File: config.mk
export PLATFORM = sky130hd
export DESIGN_NAME = pwm_ramp_voltage_measure_flat
export DESIGN_NICKNAME = d
export VERILOG_FILES = /design/src/rtl/prvm_pkg.sv /design/src/rtl/prvm_ifs.sv /design/src/rtl/pwm_ramp_voltage_measure.sv /design/src/flat_wrapper.sv
export SDC_FILE = /design/constraint.sdc
export NUM_CORES = 2
export LEC_CHECK = 0
export ABC_AREA = 1
export BUFFER_PORTS_ARGS = -buffer_cell sky130_fd_sc_hd__buf_2
export CAP_MARGIN = 15
export CORE_ASPECT_RATIO = 0.5
export CORE_MARGIN = 1
export CORE_UTILIZATION = 50
export CTS_BUF_LIST = sky130_fd_sc_hd__clkbuf_4 sky130_fd_sc_hd__clkbuf_8 sky130_fd_sc_hd__clkbuf_16
export DETAILED_ROUTE_END_ITERATION = 10
export PLACE_DENSITY = 0.68
export SLEW_MARGIN = 20
export SYNTH_ARGS = -nofsm -noshare
export SYNTH_HDL_FRONTEND = slang
export SYNTH_SLANG_ARGS = --single-unit
File: constraint.sdc
create_clock -name i_clk -period 8.6 [get_ports i_clk]
set_clock_uncertainty 0.15 [all_clocks]
set_input_delay 2.58 -clock i_clk [delete_from_list [all_inputs] [get_ports i_clk]]
set_output_delay 2.58 -clock i_clk [all_outputs]
set_load 0.02 [all_outputs]
File: src/rtl/prvm_pkg.sv
// ============================================================================
// prvm_pkg
// Shared widths, constants and codes of the ramp-compare voltage measurement
// engine.
// ============================================================================
package prvm_pkg;

    // field and state widths
    localparam int LEVEL_W    = 16;
    localparam int VOLT_W     = 22;
    localparam int SUM_W      = 26;
    localparam int IDX_W      = 4;
    localparam int RES_W      = 20;
    localparam int OFFS_W     = 13;
    localparam int CFG_IDX_W  = 3;
    localparam int CFG_DATA_W = 20;

    // measurement constants
    localparam int SAMPLES       = 5;
    localparam int BACKOFF_STEPS = 5;
    localparam int MEAN_DIV      = SAMPLES - 2;

    localparam logic [VOLT_W-1:0] V_MAX = {VOLT_W{1'b1}};

    // configuration register indexes
    localparam logic [CFG_IDX_W-1:0] CFG_MAX_LEVEL     = 3'd0;
    localparam logic [CFG_IDX_W-1:0] CFG_FULL_SCALE_MV = 3'd1;
    localparam logic [CFG_IDX_W-1:0] CFG_OFFSET_MV     = 3'd2;
    localparam logic [CFG_IDX_W-1:0] CFG_UPPER_RES     = 3'd3;
    localparam logic [CFG_IDX_W-1:0] CFG_LOWER_RES     = 3'd4;
    localparam logic [CFG_IDX_W-1:0] CFG_POLARITY      = 3'd5;

    // configuration reset values
    localparam logic [LEVEL_W-1:0]       RST_MAX_LEVEL  = 16'd255;
    localparam logic [15:0]              RST_FULL_SCALE = 16'd3300;
    localparam logic signed [OFFS_W-1:0] RST_OFFSET     = 13'sd0;
    localparam logic [RES_W-1:0]         RST_UPPER_RES  = 20'd100000;
    localparam logic [RES_W-1:0]         RST_LOWER_RES  = 20'd100000;

    // measurement phase codes
    localparam logic [1:0] PH_IDLE = 2'd0;
    localparam logic [1:0] PH_RISE = 2'd1;
    localparam logic [1:0] PH_FALL = 2'd2;

    // input command codes
    localparam logic CMD_START  = 1'b0;
    localparam logic CMD_SAMPLE = 1'b1;

endpackage

File: src/rtl/prvm_ifs.sv
// ============================================================================
// prvm channel interfaces
// Valid/ready channels of the measurement engine: sample input, result output
// and configuration writes.
// ============================================================================

// command and comparator beats
interface prvm_in_if import prvm_pkg::*; ();
    logic valid;
    logic ready;
    logic command;
    logic comparator;

    modport source (output valid, output command, output comparator, input ready);
    modport sink   (input valid, input command, input comparator, output ready);
endinterface

// result beats
interface prvm_out_if import prvm_pkg::*; ();
    logic               valid;
    logic               ready;
    logic [LEVEL_W-1:0] pwm_level;
    logic               done_res;
    logic               error;
    logic [VOLT_W-1:0]  voltage_mv;

    modport source (output valid, output pwm_level, output done_res, output error,
                    output voltage_mv, input ready);
    modport sink   (input valid, input pwm_level, input done_res, input error,
                    input voltage_mv, output ready);
endinterface

// configuration register writes
interface prvm_cfg_if import prvm_pkg::*; ();
    logic                  valid;
    logic                  ready;
    logic [CFG_IDX_W-1:0]  index;
    logic [CFG_DATA_W-1:0] data;

    modport source (output valid, output index, output data, input ready);
    modport sink   (input valid, input index, input data, output ready);
endinterface

File: src/rtl/pwm_ramp_voltage_measure.sv
// ============================================================================
// pwm_ramp_voltage_measure
// Ramp-compare voltage measurement: steps the pwm level against a comparator,
// converts each trip level to millivolts and reports the trimmed mean.
// ============================================================================
//
//  channel  | dir | port  | payload
//  ---------+-----+-------+------------------------------------------------
//  sample   | in  | i_in  | command, comparator
//  result   | out | o_out | pwm_level, done_res, error, voltage_mv
//  config   | in  | i_cfg | index, data (always ready)
//
// A start or plain step beat goes from accept through the decide and commit
// states to the result register. A trip beat (level converted to mV) forms a
// 32-bit quotient on the shared restoring divider for the level scale and a
// 22-bit one for the divider ratio, each after the shared multiplier. The last
// beat of a measurement forms a 26-bit quotient for the trimmed mean.
// Synchronous active-low reset restores the register defaults and idle phase.
// A result waits in the output register while the next beat is accepted; the
// block only stalls at the hand-off if the previous result is still held.
// ============================================================================
module pwm_ramp_voltage_measure
    import prvm_pkg::*;
(
    input  logic        i_clk,
    input  logic        i_rst_n,
    prvm_in_if.sink     i_in,
    prvm_out_if.source  o_out,
    prvm_cfg_if.sink    i_cfg
);

    // sequencer states
    localparam logic [3:0] ST_IDLE   = 4'd0;
    localparam logic [3:0] ST_DECIDE = 4'd1;
    localparam logic [3:0] ST_MUL1   = 4'd2;
    localparam logic [3:0] ST_DIV1   = 4'd3;
    localparam logic [3:0] ST_OFFS   = 4'd4;
    localparam logic [3:0] ST_MUL2   = 4'd5;
    localparam logic [3:0] ST_CHECK  = 4'd6;
    localparam logic [3:0] ST_DIV2   = 4'd7;
    localparam logic [3:0] ST_MEAN   = 4'd8;
    localparam logic [3:0] ST_COMMIT = 4'd9;

    // configuration registers
    logic [LEVEL_W-1:0]       r_max_level;
    logic [15:0]              r_full_scale;
    logic signed [OFFS_W-1:0] r_offset;
    logic [RES_W-1:0]         r_upper;
    logic [RES_W-1:0]         r_lower;
    logic                     r_polarity;

    // measurement state
    logic [3:0]         r_state;
    logic [1:0]         r_phase;
    logic [LEVEL_W-1:0] r_level;
    logic [IDX_W-1:0]   r_idx;
    logic [SUM_W-1:0]   r_sum;
    logic [VOLT_W-1:0]  r_hi;
    logic [VOLT_W-1:0]  r_lo;

    // latched beat and datapath registers
    logic        r_cmd;
    logic        r_cmp;
    logic [21:0] r_vm;
    logic [42:0] r_prod;
    logic [19:0] r_rem;
    logic [31:0] r_quo;
    logic [19:0] r_dsr;
    logic [5:0]  r_cnt;

    // output register
    logic               r_out_valid;
    logic [LEVEL_W-1:0] r_out_level;
    logic               r_out_done;
    logic               r_out_err;
    logic [VOLT_W-1:0]  r_out_volt;

    // commit values
    logic [LEVEL_W-1:0] n_level;
    logic [1:0]         n_phase;
    logic [IDX_W-1:0]   n_idx;
    logic [SUM_W-1:0]   n_sum;
    logic [VOLT_W-1:0]  n_hi;
    logic [VOLT_W-1:0]  n_lo;
    logic               n_err;
    logic               n_done;
    logic [VOLT_W-1:0]  n_mean;

    logic               active;
    logic               out_free;
    logic [IDX_W-1:0]   idx_inc;
    logic               last_sample;
    logic [SUM_W-1:0]   trim_sum;
    logic [LEVEL_W-1:0] lvl_base;
    logic [20:0]        res_sum;
    logic [21:0]        mul_a;
    logic [20:0]        mul_b;
    logic [42:0]        mul_p;
    logic [20:0]        div_sh;
    logic [21:0]        div_diff;
    logic               div_ge;
    logic signed [33:0] v_signed;
    logic               v_pos;
    logic               v_big;
    logic [VOLT_W-1:0]  v_mv;

    assign i_in.ready  = (r_state == ST_IDLE);
    assign i_cfg.ready = 1'b1;

    assign o_out.valid      = r_out_valid;
    assign o_out.pwm_level  = r_out_level;
    assign o_out.done_res   = r_out_done;
    assign o_out.error      = r_out_err;
    assign o_out.voltage_mv = r_out_volt;

    assign out_free    = !r_out_valid || o_out.ready;
    assign active      = (r_cmp == r_polarity);
    assign idx_inc     = r_idx + IDX_W'(1);
    assign last_sample = (idx_inc >= IDX_W'(SAMPLES));
    assign trim_sum    = r_sum - {4'b0, r_hi} - {4'b0, r_lo};
    assign lvl_base    = r_level - LEVEL_W'(1);
    assign res_sum     = {1'b0, r_upper} + {1'b0, r_lower};

    // shared multiplier: level scale first, divider ratio second
    always_comb begin
        if (r_state == ST_MUL2) begin
            mul_a = r_vm;
            mul_b = res_sum;
        end else begin
            mul_a = {6'b0, r_full_scale};
            mul_b = {5'b0, lvl_base};
        end
        mul_p = {21'b0, mul_a} * {22'b0, mul_b};
    end

    // shared restoring divider step, one quotient bit per cycle
    assign div_sh   = {r_rem, r_quo[31]};
    assign div_diff = {1'b0, div_sh} - {2'b0, r_dsr};
    assign div_ge   = !div_diff[21];

    // scaled level minus comparator offset
    assign v_signed = $signed({2'b00, r_quo}) - 34'(r_offset);
    assign v_pos    = !v_signed[33] && (v_signed != 34'sd0);
    assign v_big    = (v_signed[32:22] != 11'd0);

    assign v_mv = r_quo[VOLT_W-1:0];

    // state update applied when the result is committed
    always_comb begin
        n_level = r_level;
        n_phase = r_phase;
        n_idx   = r_idx;
        n_sum   = r_sum;
        n_hi    = r_hi;
        n_lo    = r_lo;
        n_err   = 1'b0;
        n_done  = 1'b0;
        n_mean  = '0;
        if (r_cmd == CMD_START) begin
            n_idx   = '0;
            n_sum   = '0;
            n_hi    = '0;
            n_lo    = V_MAX;
            n_level = LEVEL_W'(1);
            n_phase = PH_RISE;
            n_err   = (r_max_level == '0);
        end else begin
            case (r_phase)
                PH_RISE: begin
                    if (active) begin
                        if (r_level == '0) begin
                            n_err = 1'b1;
                        end else begin
                            n_sum   = r_sum + {4'b0, v_mv};
                            n_hi    = (v_mv > r_hi) ? v_mv : r_hi;
                            n_lo    = (v_mv < r_lo) ? v_mv : r_lo;
                            n_level = r_level - LEVEL_W'(1);
                            n_phase = PH_FALL;
                        end
                    end else if (({1'b0, r_level} + 17'd1) > {1'b0, r_max_level}) begin
                        n_err = 1'b1;
                    end else begin
                        n_level = r_level + LEVEL_W'(1);
                    end
                end
                PH_FALL: begin
                    if (active) begin
                        if (r_level == '0) begin
                            n_err = 1'b1;
                        end else begin
                            n_level = r_level - LEVEL_W'(1);
                        end
                    end else begin
                        n_level = (r_level > LEVEL_W'(BACKOFF_STEPS)) ?
                                  r_level - LEVEL_W'(BACKOFF_STEPS) : '0;
                        n_idx   = idx_inc;
                        if (last_sample) begin
                            n_done  = 1'b1;
                            n_mean  = v_mv;
                            n_level = '0;
                            n_phase = PH_IDLE;
                        end else begin
                            n_phase = PH_RISE;
                            n_err   = (n_level > r_max_level);
                        end
                    end
                end
                default: ;
            endcase
        end
        if (n_err) begin
            n_level = '0;
            n_phase = PH_IDLE;
        end
    end

    // control state, configuration and result valid
    always_ff @(posedge i_clk) begin
        if (!i_rst_n) begin
            r_state      <= ST_IDLE;
            r_phase      <= PH_IDLE;
            r_level      <= '0;
            r_idx        <= '0;
            r_sum        <= '0;
            r_hi         <= '0;
            r_lo         <= V_MAX;
            r_out_valid  <= 1'b0;
            r_max_level  <= RST_MAX_LEVEL;
            r_full_scale <= RST_FULL_SCALE;
            r_offset     <= RST_OFFSET;
            r_upper      <= RST_UPPER_RES;
            r_lower      <= RST_LOWER_RES;
            r_polarity   <= 1'b0;
        end else begin
            // register writes
            if (i_cfg.valid) begin
                case (i_cfg.index)
                    CFG_MAX_LEVEL:     r_max_level  <= i_cfg.data[LEVEL_W-1:0];
                    CFG_FULL_SCALE_MV: r_full_scale <= i_cfg.data[15:0];
                    CFG_OFFSET_MV:     r_offset     <= $signed(i_cfg.data[OFFS_W-1:0]);
                    CFG_UPPER_RES:     r_upper      <= i_cfg.data;
                    CFG_LOWER_RES:     r_lower      <= i_cfg.data;
                    CFG_POLARITY:      r_polarity   <= i_cfg.data[0];
                    default: ;
                endcase
            end

            // result register hand-off
            if (r_state == ST_COMMIT && out_free) begin
                r_out_valid <= 1'b1;
            end else if (o_out.ready) begin
                r_out_valid <= 1'b0;
            end

            // sequencer
            case (r_state)
                ST_IDLE: begin
                    if (i_in.valid) begin
                        r_state <= ST_DECIDE;
                    end
                end
                ST_DECIDE: begin
                    if (r_cmd == CMD_SAMPLE && r_phase == PH_RISE && active &&
                        r_level != '0) begin
                        r_state <= ST_MUL1;
                    end else if (r_cmd == CMD_SAMPLE && r_phase == PH_FALL &&
                                 !active && last_sample) begin
                        r_state <= ST_MEAN;
                    end else begin
                        r_state <= ST_COMMIT;
                    end
                end
                ST_MUL1: begin
                    r_state <= (r_max_level == '0) ? ST_OFFS : ST_DIV1;
                end
                ST_DIV1: begin
                    if (r_cnt == 6'd1) begin
                        r_state <= ST_OFFS;
                    end
                end
                ST_OFFS: begin
                    if (!v_pos || r_lower == '0 || v_big) begin
                        r_state <= ST_COMMIT;
                    end else begin
                        r_state <= ST_MUL2;
                    end
                end
                ST_MUL2: begin
                    r_state <= ST_CHECK;
                end
                ST_CHECK: begin
                    r_state <= (r_prod[42:22] >= {1'b0, r_lower}) ? ST_COMMIT : ST_DIV2;
                end
                ST_DIV2, ST_MEAN: begin
                    if (r_cnt == 6'd1) begin
                        r_state <= ST_COMMIT;
                    end
                end
                ST_COMMIT: begin
                    if (out_free) begin
                        r_state <= ST_IDLE;
                        r_phase <= n_phase;
                        r_level <= n_level;
                        r_idx   <= n_idx;
                        r_sum   <= n_sum;
                        r_hi    <= n_hi;
                        r_lo    <= n_lo;
                    end
                end
                default: r_state <= ST_IDLE;
            endcase
        end
    end

    // datapath and result payload
    always_ff @(posedge i_clk) begin
        // latch the accepted beat
        if (r_state == ST_IDLE && i_in.valid) begin
            r_cmd <= i_in.command;
            r_cmp <= i_in.comparator;
        end

        // divider step in any divide state
        if (r_state == ST_DIV1 || r_state == ST_DIV2 || r_state == ST_MEAN) begin
            r_rem <= div_ge ? div_diff[19:0] : div_sh[19:0];
            r_quo <= {r_quo[30:0], div_ge};
            r_cnt <= r_cnt - 6'd1;
        end

        case (r_state)
            // trimmed sum over the constant divisor
            ST_DECIDE: begin
                r_rem <= '0;
                r_quo <= {trim_sum, 6'b0};
                r_dsr <= 20'(MEAN_DIV);
                r_cnt <= 6'd26;
            end
            // full scale times (level minus one), then divide by max level
            ST_MUL1: begin
                r_rem <= '0;
                r_quo <= (r_max_level == '0) ? 32'd0 : mul_p[31:0];
                r_dsr <= {4'b0, r_max_level};
                r_cnt <= 6'd32;
            end
            // clamp before the divider ratio
            ST_OFFS: begin
                if (!v_pos) begin
                    r_quo <= '0;
                end else if (r_lower == '0 || v_big) begin
                    r_quo <= {10'b0, V_MAX};
                end
                r_vm <= v_signed[21:0];
            end
            ST_MUL2: begin
                r_prod <= mul_p;
            end
            // quotient above 22 bits saturates, else divide with the high bits as remainder
            ST_CHECK: begin
                if (r_prod[42:22] >= {1'b0, r_lower}) begin
                    r_quo <= {10'b0, V_MAX};
                end else begin
                    r_rem <= r_prod[41:22];
                    r_quo <= {r_prod[21:0], 10'b0};
                    r_dsr <= r_lower;
                    r_cnt <= 6'd22;
                end
            end
            default: ;
        endcase

        // result payload
        if (r_state == ST_COMMIT && out_free) begin
            r_out_level <= n_level;
            r_out_done  <= n_done;
            r_out_err   <= n_err;
            r_out_volt  <= n_done ? n_mean : '0;
        end
    end

`ifndef SYNTHESIS
    // a result is never both done and aborted
    a_done_err_excl: assert property (@(posedge i_clk) disable iff (!i_rst_n)
        o_out.valid |-> !(o_out.done_res && o_out.error))
        else $error("done and error both set");

    // a finished or aborted measurement parks the level at zero
    a_end_level_zero: assert property (@(posedge i_clk) disable iff (!i_rst_n)
        (o_out.valid && (o_out.done_res || o_out.error)) |-> (o_out.pwm_level == '0))
        else $error("level not zero at end of measurement");

    // an accepted beat always moves the sequencer into decode
    a_accept_decide: assert property (@(posedge i_clk) disable iff (!i_rst_n)
        (i_in.valid && i_in.ready) |=> (r_state == ST_DECIDE))
        else $error("accepted beat not decoded");

    // the phase only changes at commit
    a_phase_commit: assert property (@(posedge i_clk) disable iff (!i_rst_n)
        (r_state != ST_COMMIT) |=> $stable(r_phase))
        else $error("phase changed outside commit");
`endif

endmodule
File: src/flat_wrapper.sv
// flat-port wrapper written by rule: the top's interface ports become plain ports
module pwm_ramp_voltage_measure_flat import prvm_pkg::*;
  (i_clk, i_rst_n, i_in_valid, i_in_command, i_in_comparator, i_in_ready, o_out_valid, o_out_pwm_level, o_out_done_res, o_out_error, o_out_voltage_mv, o_out_ready, i_cfg_valid, i_cfg_index, i_cfg_data, i_cfg_ready);
  prvm_in_if i_in_i ();
  prvm_out_if o_out_i ();
  prvm_cfg_if i_cfg_i ();
  input  logic i_clk;
  input  logic i_rst_n;
  input wire logic [$bits(i_in_i.valid)-1:0] i_in_valid;
  input wire logic [$bits(i_in_i.command)-1:0] i_in_command;
  input wire logic [$bits(i_in_i.comparator)-1:0] i_in_comparator;
  output wire logic [$bits(i_in_i.ready)-1:0] i_in_ready;
  output wire logic [$bits(o_out_i.valid)-1:0] o_out_valid;
  output wire logic [$bits(o_out_i.pwm_level)-1:0] o_out_pwm_level;
  output wire logic [$bits(o_out_i.done_res)-1:0] o_out_done_res;
  output wire logic [$bits(o_out_i.error)-1:0] o_out_error;
  output wire logic [$bits(o_out_i.voltage_mv)-1:0] o_out_voltage_mv;
  input wire logic [$bits(o_out_i.ready)-1:0] o_out_ready;
  input wire logic [$bits(i_cfg_i.valid)-1:0] i_cfg_valid;
  input wire logic [$bits(i_cfg_i.index)-1:0] i_cfg_index;
  input wire logic [$bits(i_cfg_i.data)-1:0] i_cfg_data;
  output wire logic [$bits(i_cfg_i.ready)-1:0] i_cfg_ready;
  assign i_in_i.valid = i_in_valid;
  assign i_in_i.command = i_in_command;
  assign i_in_i.comparator = i_in_comparator;
  assign i_in_ready = i_in_i.ready;
  assign o_out_valid = o_out_i.valid;
  assign o_out_pwm_level = o_out_i.pwm_level;
  assign o_out_done_res = o_out_i.done_res;
  assign o_out_error = o_out_i.error;
  assign o_out_voltage_mv = o_out_i.voltage_mv;
  assign o_out_i.ready = o_out_ready;
  assign i_cfg_i.valid = i_cfg_valid;
  assign i_cfg_i.index = i_cfg_index;
  assign i_cfg_i.data = i_cfg_data;
  assign i_cfg_ready = i_cfg_i.ready;
  pwm_ramp_voltage_measure u_core (.i_clk(i_clk), .i_rst_n(i_rst_n), .i_in(i_in_i), .o_out(o_out_i), .i_cfg(i_cfg_i));
endmodule
# Word level (Yosys, flattened, before mapping)
# Index checks and enable logic that the tools add are counted.
# W data, S select, Z words.
# word_totals
memories,0
elab_cells,204
reg_bits,368
inputBits,30
latch_bits,0
rom_bits,0
mem_bits_rw,0
# op_classes
n_addsub,12
n_shift,0
order_cmp,7
n_bitwise,4
multipliers,1
n_eq_ne,34
muxes,73
reduce_logical,47
div,0
# ops
op,n
$mux W22,11
$mux W32,5
$mux W16,8
$pmux W32 S4,1
$mux W26,4
$mux W20,4
$pmux W20 S3,1
$sub A26 B22 Y26,2
$mul A22 B21 Y43,1
$mux W4,10
$pmux W20 S2,1
$pmux W4 S9,1
$reduce_bool A34 Y1,1
$sub A33 B13 Y34,1
$logic_not A16 Y1,2
$pmux W16 S2,1
$add A26 B22 Y26,1
$gt A22 B22 Y1,1
$lt A22 B22 Y1,1
$sub A21 B20 Y22,1
$add A20 B20 Y21,1
$ge A21 B20 Y1,1
$mux W21,1
$logic_not A20 Y1,1
other kinds (47),116

# Logic depth before layout (Yosys ltp)
# logic_depth
word_depth,9
ltp_mapped,42
ltp_nobuf,41

# Worst setup path after synthesis
# OpenSTA, ideal clock, no wires.
# synth_path
path_type,register to register
startpoint,register u_core.r_state[0]
endpoint,"register u_core.r_prod[36], data pin"
setup_time_ns,0.260
t_arrival_ns,7.916
synth_period_minus_slack_ns,8.326
path_stages_with_launch,29
path_slack_ns,0.274
path_cell_list,dfxtp_1 -> inv_1 -> nor2_1 -> inv_1 -> nor2_1 -> clkbuf_1 -> buf_1 -> buf_1 -> nand4_1 -> fa_1 -> inv_1 -> fa_1 -> fa_1 -> fa_1 -> fa_1 -> fa_1 -> inv_1 -> fa_1 -> inv_1 -> ha_1 -> a21oi_1 -> o21ai_0 -> a2111oi_0 -> nand2_1 -> nand2_1 -> nand2_1 -> nand2_1 -> nand2_1 -> xor2_1
# synth_between
elab_chain_cells,3
word_cells_on_any_way,4
# synth_lines
element,line,text
start: declaration,pwm_ramp_voltage_measure.sv:53,logic [3:0] r_state;
start signal: assignment,pwm_ramp_voltage_measure.sv:274,r_state <= (r_max_level == '0) ? ST_OFFS : ST_DIV1;
start signal: assignment,pwm_ramp_voltage_measure.sv:292,"r_state <= (r_prod[42:22] >= {1'b0, r_lower}) ? ST_COMMIT : ST_DIV2;"
$eq A4 B3 Y1 *,pwm_ramp_voltage_measure.sv:126,if (r_state == ST_MUL2) begin
$mux W22 / $mux W21 (equally long branches),pwm_ramp_voltage_measure.sv:126,
$mul A22 B21 Y43 *,pwm_ramp_voltage_measure.sv:133,"mul_p = {21'b0, mul_a} * {22'b0, mul_b};"
named net u_core.mul_p[36],pwm_ramp_voltage_measure.sv:98,logic [42:0] mul_p;
end signal: assignment,pwm_ramp_voltage_measure.sv:355,r_prod <= mul_p;
end: declaration,pwm_ramp_voltage_measure.sv:65,logic [42:0] r_prod;
# The timed path passes the listed nets; every way through them passes the cells marked *.
# A chain may end at the register's enable or synchronous reset.

# Worst setup path in the final report
# layout_path
startpoint,register u_core.r_upper[0]
endpoint,"register u_core.r_prod[37], data pin"
# layout_between
elab_chain_cells,3
# layout_lines
element,line,text
start: declaration,pwm_ramp_voltage_measure.sv:48,logic [RES_W-1:0] r_upper;
start signal: assignment,pwm_ramp_voltage_measure.sv:241,CFG_UPPER_RES: r_upper <= i_cfg.data;
$add A20 B20 Y21,pwm_ramp_voltage_measure.sv:122,"assign res_sum = {1'b0, r_upper} + {1'b0, r_lower};"
$mux W21,pwm_ramp_voltage_measure.sv:126,
$mul A22 B21 Y43,pwm_ramp_voltage_measure.sv:133,
named net u_core.mul_p[37],pwm_ramp_voltage_measure.sv:98,
# The timed path passes the listed nets, and every way through them passes these cells.

==> results.ini <==
[logic_synthesis]
synth.top_cells.by_area=fa_1 19%, dfxtp_1 12%, ha_1 11%
yosysMostFrequentCell=nand2_1
synth_area_um2=41400
synth_enable_flop_cells=127
synth-seq-cells=368
netlist_top_cells_count=1204 x nand2_1, 992 x inv_1, 568 x nor2_1
synth.top_cell.area_share_pct=19.5
ys.flop_type=dfxtp_1
yosysTopAreaCell=fa_1
netlist_instances=5607
async_flop_share_pct=0
syn_area_per_cell_um2=7.39
ys_types=67
yosysSeqAreaShare_pct=20.8
yosys_warnings=0
synth_fp_nets=6419

[timing]
fin_crit_sh_pct=97.2
rsz0062_at_grt=yes
slew_viol_final=0
hold_viol=0
period_minus_slack_ns=8.36
fmax_ghz=0.120
worst_pin_slew_ns=1.11
setup_violations=0
timing.final.ws_setup_ns=0.237
slew_headroom_pct=25.9

[place]
dpl.hpwl_mm=125
io_buffers=71
gp_congestion=1.06
preCtsSetupSlack_ns=-0.112

[global_routing]
grtUsageTotal_pct=36.3
grt_pass1_vias=37900
grt_pass1_wl_mm=230
grt_max_degree=90
antenna_found_initial=8
overflow=0

[die]
start_util_pct=50.6
die_x_um=409
fp-row-count=74
die_h_um=206
ios=73
die-area_um2=84100
core_um2=81800

[status]
status=finished clean

[final_layout]
synthToLayoutAreaGrowth_pct=10.1
drive_above_1_share_pct=8.89
seqCellArea_um2=8640
multi_input_area_um2=28500
layout.nets=6554
num-fill-cells=7922

[route]
drc=0
ant_nets=0
first_iter_violations=4022
first_pass_iters=6
wl_mm=154
wl_per_cell_um=22.4
via_per_inst=5.71
vias=39300

[setup_path]
start_kind=flip-flop
crit_type=reg2reg
cp.arrival_ns=8.56
end_kind=flip-flop
required_ns=8.79
cp_slowest_cell=fa_1
critPathMaxFanout=13
cpPeakStageDelay_ns=0.58
timing.critical_path.mode_cell=fa_1
critPathBufInv=9
path_delay_family=adder cells

[cts]
cts_buffer_depth=3
h-tree-depth=2
cts-root-buf=clkbuf_16
clkTransAtPathRegs_ns=0.06
insertion_delay_ns=0.61
cts_tree=built
cts_num_sinks=368
cts-buffers-inserted=38

[min_path]
min_path_type=reg2reg

[flow_run]
cap_violations=0

-- flip-flops by register name, summed over array words and instances (netlist names), 2 cells and up --
| register | count |
|---|---|
| u_core.r_lo | 22 |
| u_core.r_dsr | 20 |
| u_core.r_prod | 43 |
| u_core.r_level | 16 |
| u_core.r_state | 4 |
| u_core.o_out.pwm_level | 16 |
| u_core.r_quo | 32 |
| u_core.r_rem | 20 |
| u_core.r_cnt | 6 |
| u_core.r_hi | 22 |
| u_core.r_sum | 26 |
| u_core.r_lower | 20 |
| u_core.r_max_level | 16 |
| u_core.r_phase | 2 |
| u_core.r_offset | 13 |
| u_core.r_upper | 20 |
| u_core.r_full_scale | 16 |
| u_core.r_idx | 4 |
| u_core.r_vm | 22 |
| u_core.o_out.voltage_mv | 22 |
-- logic make-up (layout without fill, tap and decap cells) --
| family | count (synthesis) | count (layout) | share of synthesized area (%) |
|---|---|---|---|
| compound gates | 901 | 901 | 12.0 |
| xor+xnor | 108 | 108 | 2.28 |
| fa+ha+maj | 782 | 782 | 30.9 |
| buf+inv | 1191 | 1356 | 11.0 |
| flops | 368 | 368 | 20.8 |
| mux | 1 | 1 | 0.0242 |
| other cells | 1 | 3 | 0.00905 |
| simple gates | 2255 | 2255 | 22.9 |
-- cells in the final DEF, fill, tap and decap left out, types with 18 or more instances in the layout --
master,Yosys,layout
clkbuf_16,0,43
xnor2_1,27,26
o211ai_1,54,54
nor4_1,20,18
o21ai_0,310,304
nand4_1,74,74
nand2_1,1204,1195
inv_1,992,986
nor3_1,37,35
nand2_2,14,21
dfxtp_1,241,239
nor2_2,18,26
a21oi_1,386,384
fa_1,403,402
o21ai_1,28,29
buf_2,27,70
or2_2,42,41
buf_4,6,185
ha_1,379,376
nand3_1,227,225
xor2_1,81,77
nor2_1,568,558
edfxtp_1,127,127
-- worst reg2reg max path: cells and delay by family, from the launching register on --
family,cells,cell delay (ns)
xor gates and xnor gates,2,0.33
buffers and inverters,9,0.97
DFF,1,0.35
and+or+nand+nor,7,0.64
adders and majority gates,10,4.23
AOI/OAI and AO/OA,8,1.47
-- routing by layer --
layer  vias up  share of wire [%]  track usage (%)
met2      1902                 42             54.9
met1     18900                 42             49.3
met5         -               0.12             1.03
li1      18100                  -                -
met4        12                4.9             15.9
met3       385                 11             8.80
-- per-stage QoR --
step	cells	util (%)	hold slack [ns]	area, µm²	TNS, ns
after floorplan	5607	-	0.271	41400	0
after global placement	6789	53.6	0.281	43900	-0.341
after detailed placement	6789	53.6	0.293	43900	-0.112
after CTS	6859	55.3	0.308	45200	0
after global routing	6875	55.8	0.330	45600	-0.551
final	6876	55.8	0.307	45600	0
-- worst paths after layout --
path	start	endpoint	slack, ns	cells after the start
worst max register to register	u_core.r_upper[0]	u_core.r_prod[37]	0.24	36
worst min-delay path	u_core.r_full_scale[5]	u_core.r_full_scale[5]	0.31	2
worst max-delay path	u_core.r_upper[0]	u_core.r_prod[37]	0.24	36
worst min register to register	u_core.r_full_scale[5]	u_core.r_full_scale[5]	0.31	2
-- cell type report --
| class | count | area share (%) |
|---|---|---|
| multi-input combinational | 4048 | 62.5 |
| sequential | 368 | 18.9 |
| inverter | 1021 | 8.47 |
| timing repair buffer | 263 | 4.08 |
| tap | 1102 | 3.02 |
| clock buffer | 51 | 2.51 |
| clock inverter | 19 | 0.480 |
| timing repair inverter | 2 | 0.0274 |
| antenna | 2 | 0.0110 |
-- timing repair --
item / CTS / global route
gates resized for setup: 1 / 71
setup endpoints to repair: 1 / 34
pin swaps: 0 / 27
cloned: 0 / 3
hold buffers: 0 / 0
buffers inserted: 0 / 13
Power is not shown: default switching activity piles up to over one toggle a cycle in this logic, so the estimate is an artifact.
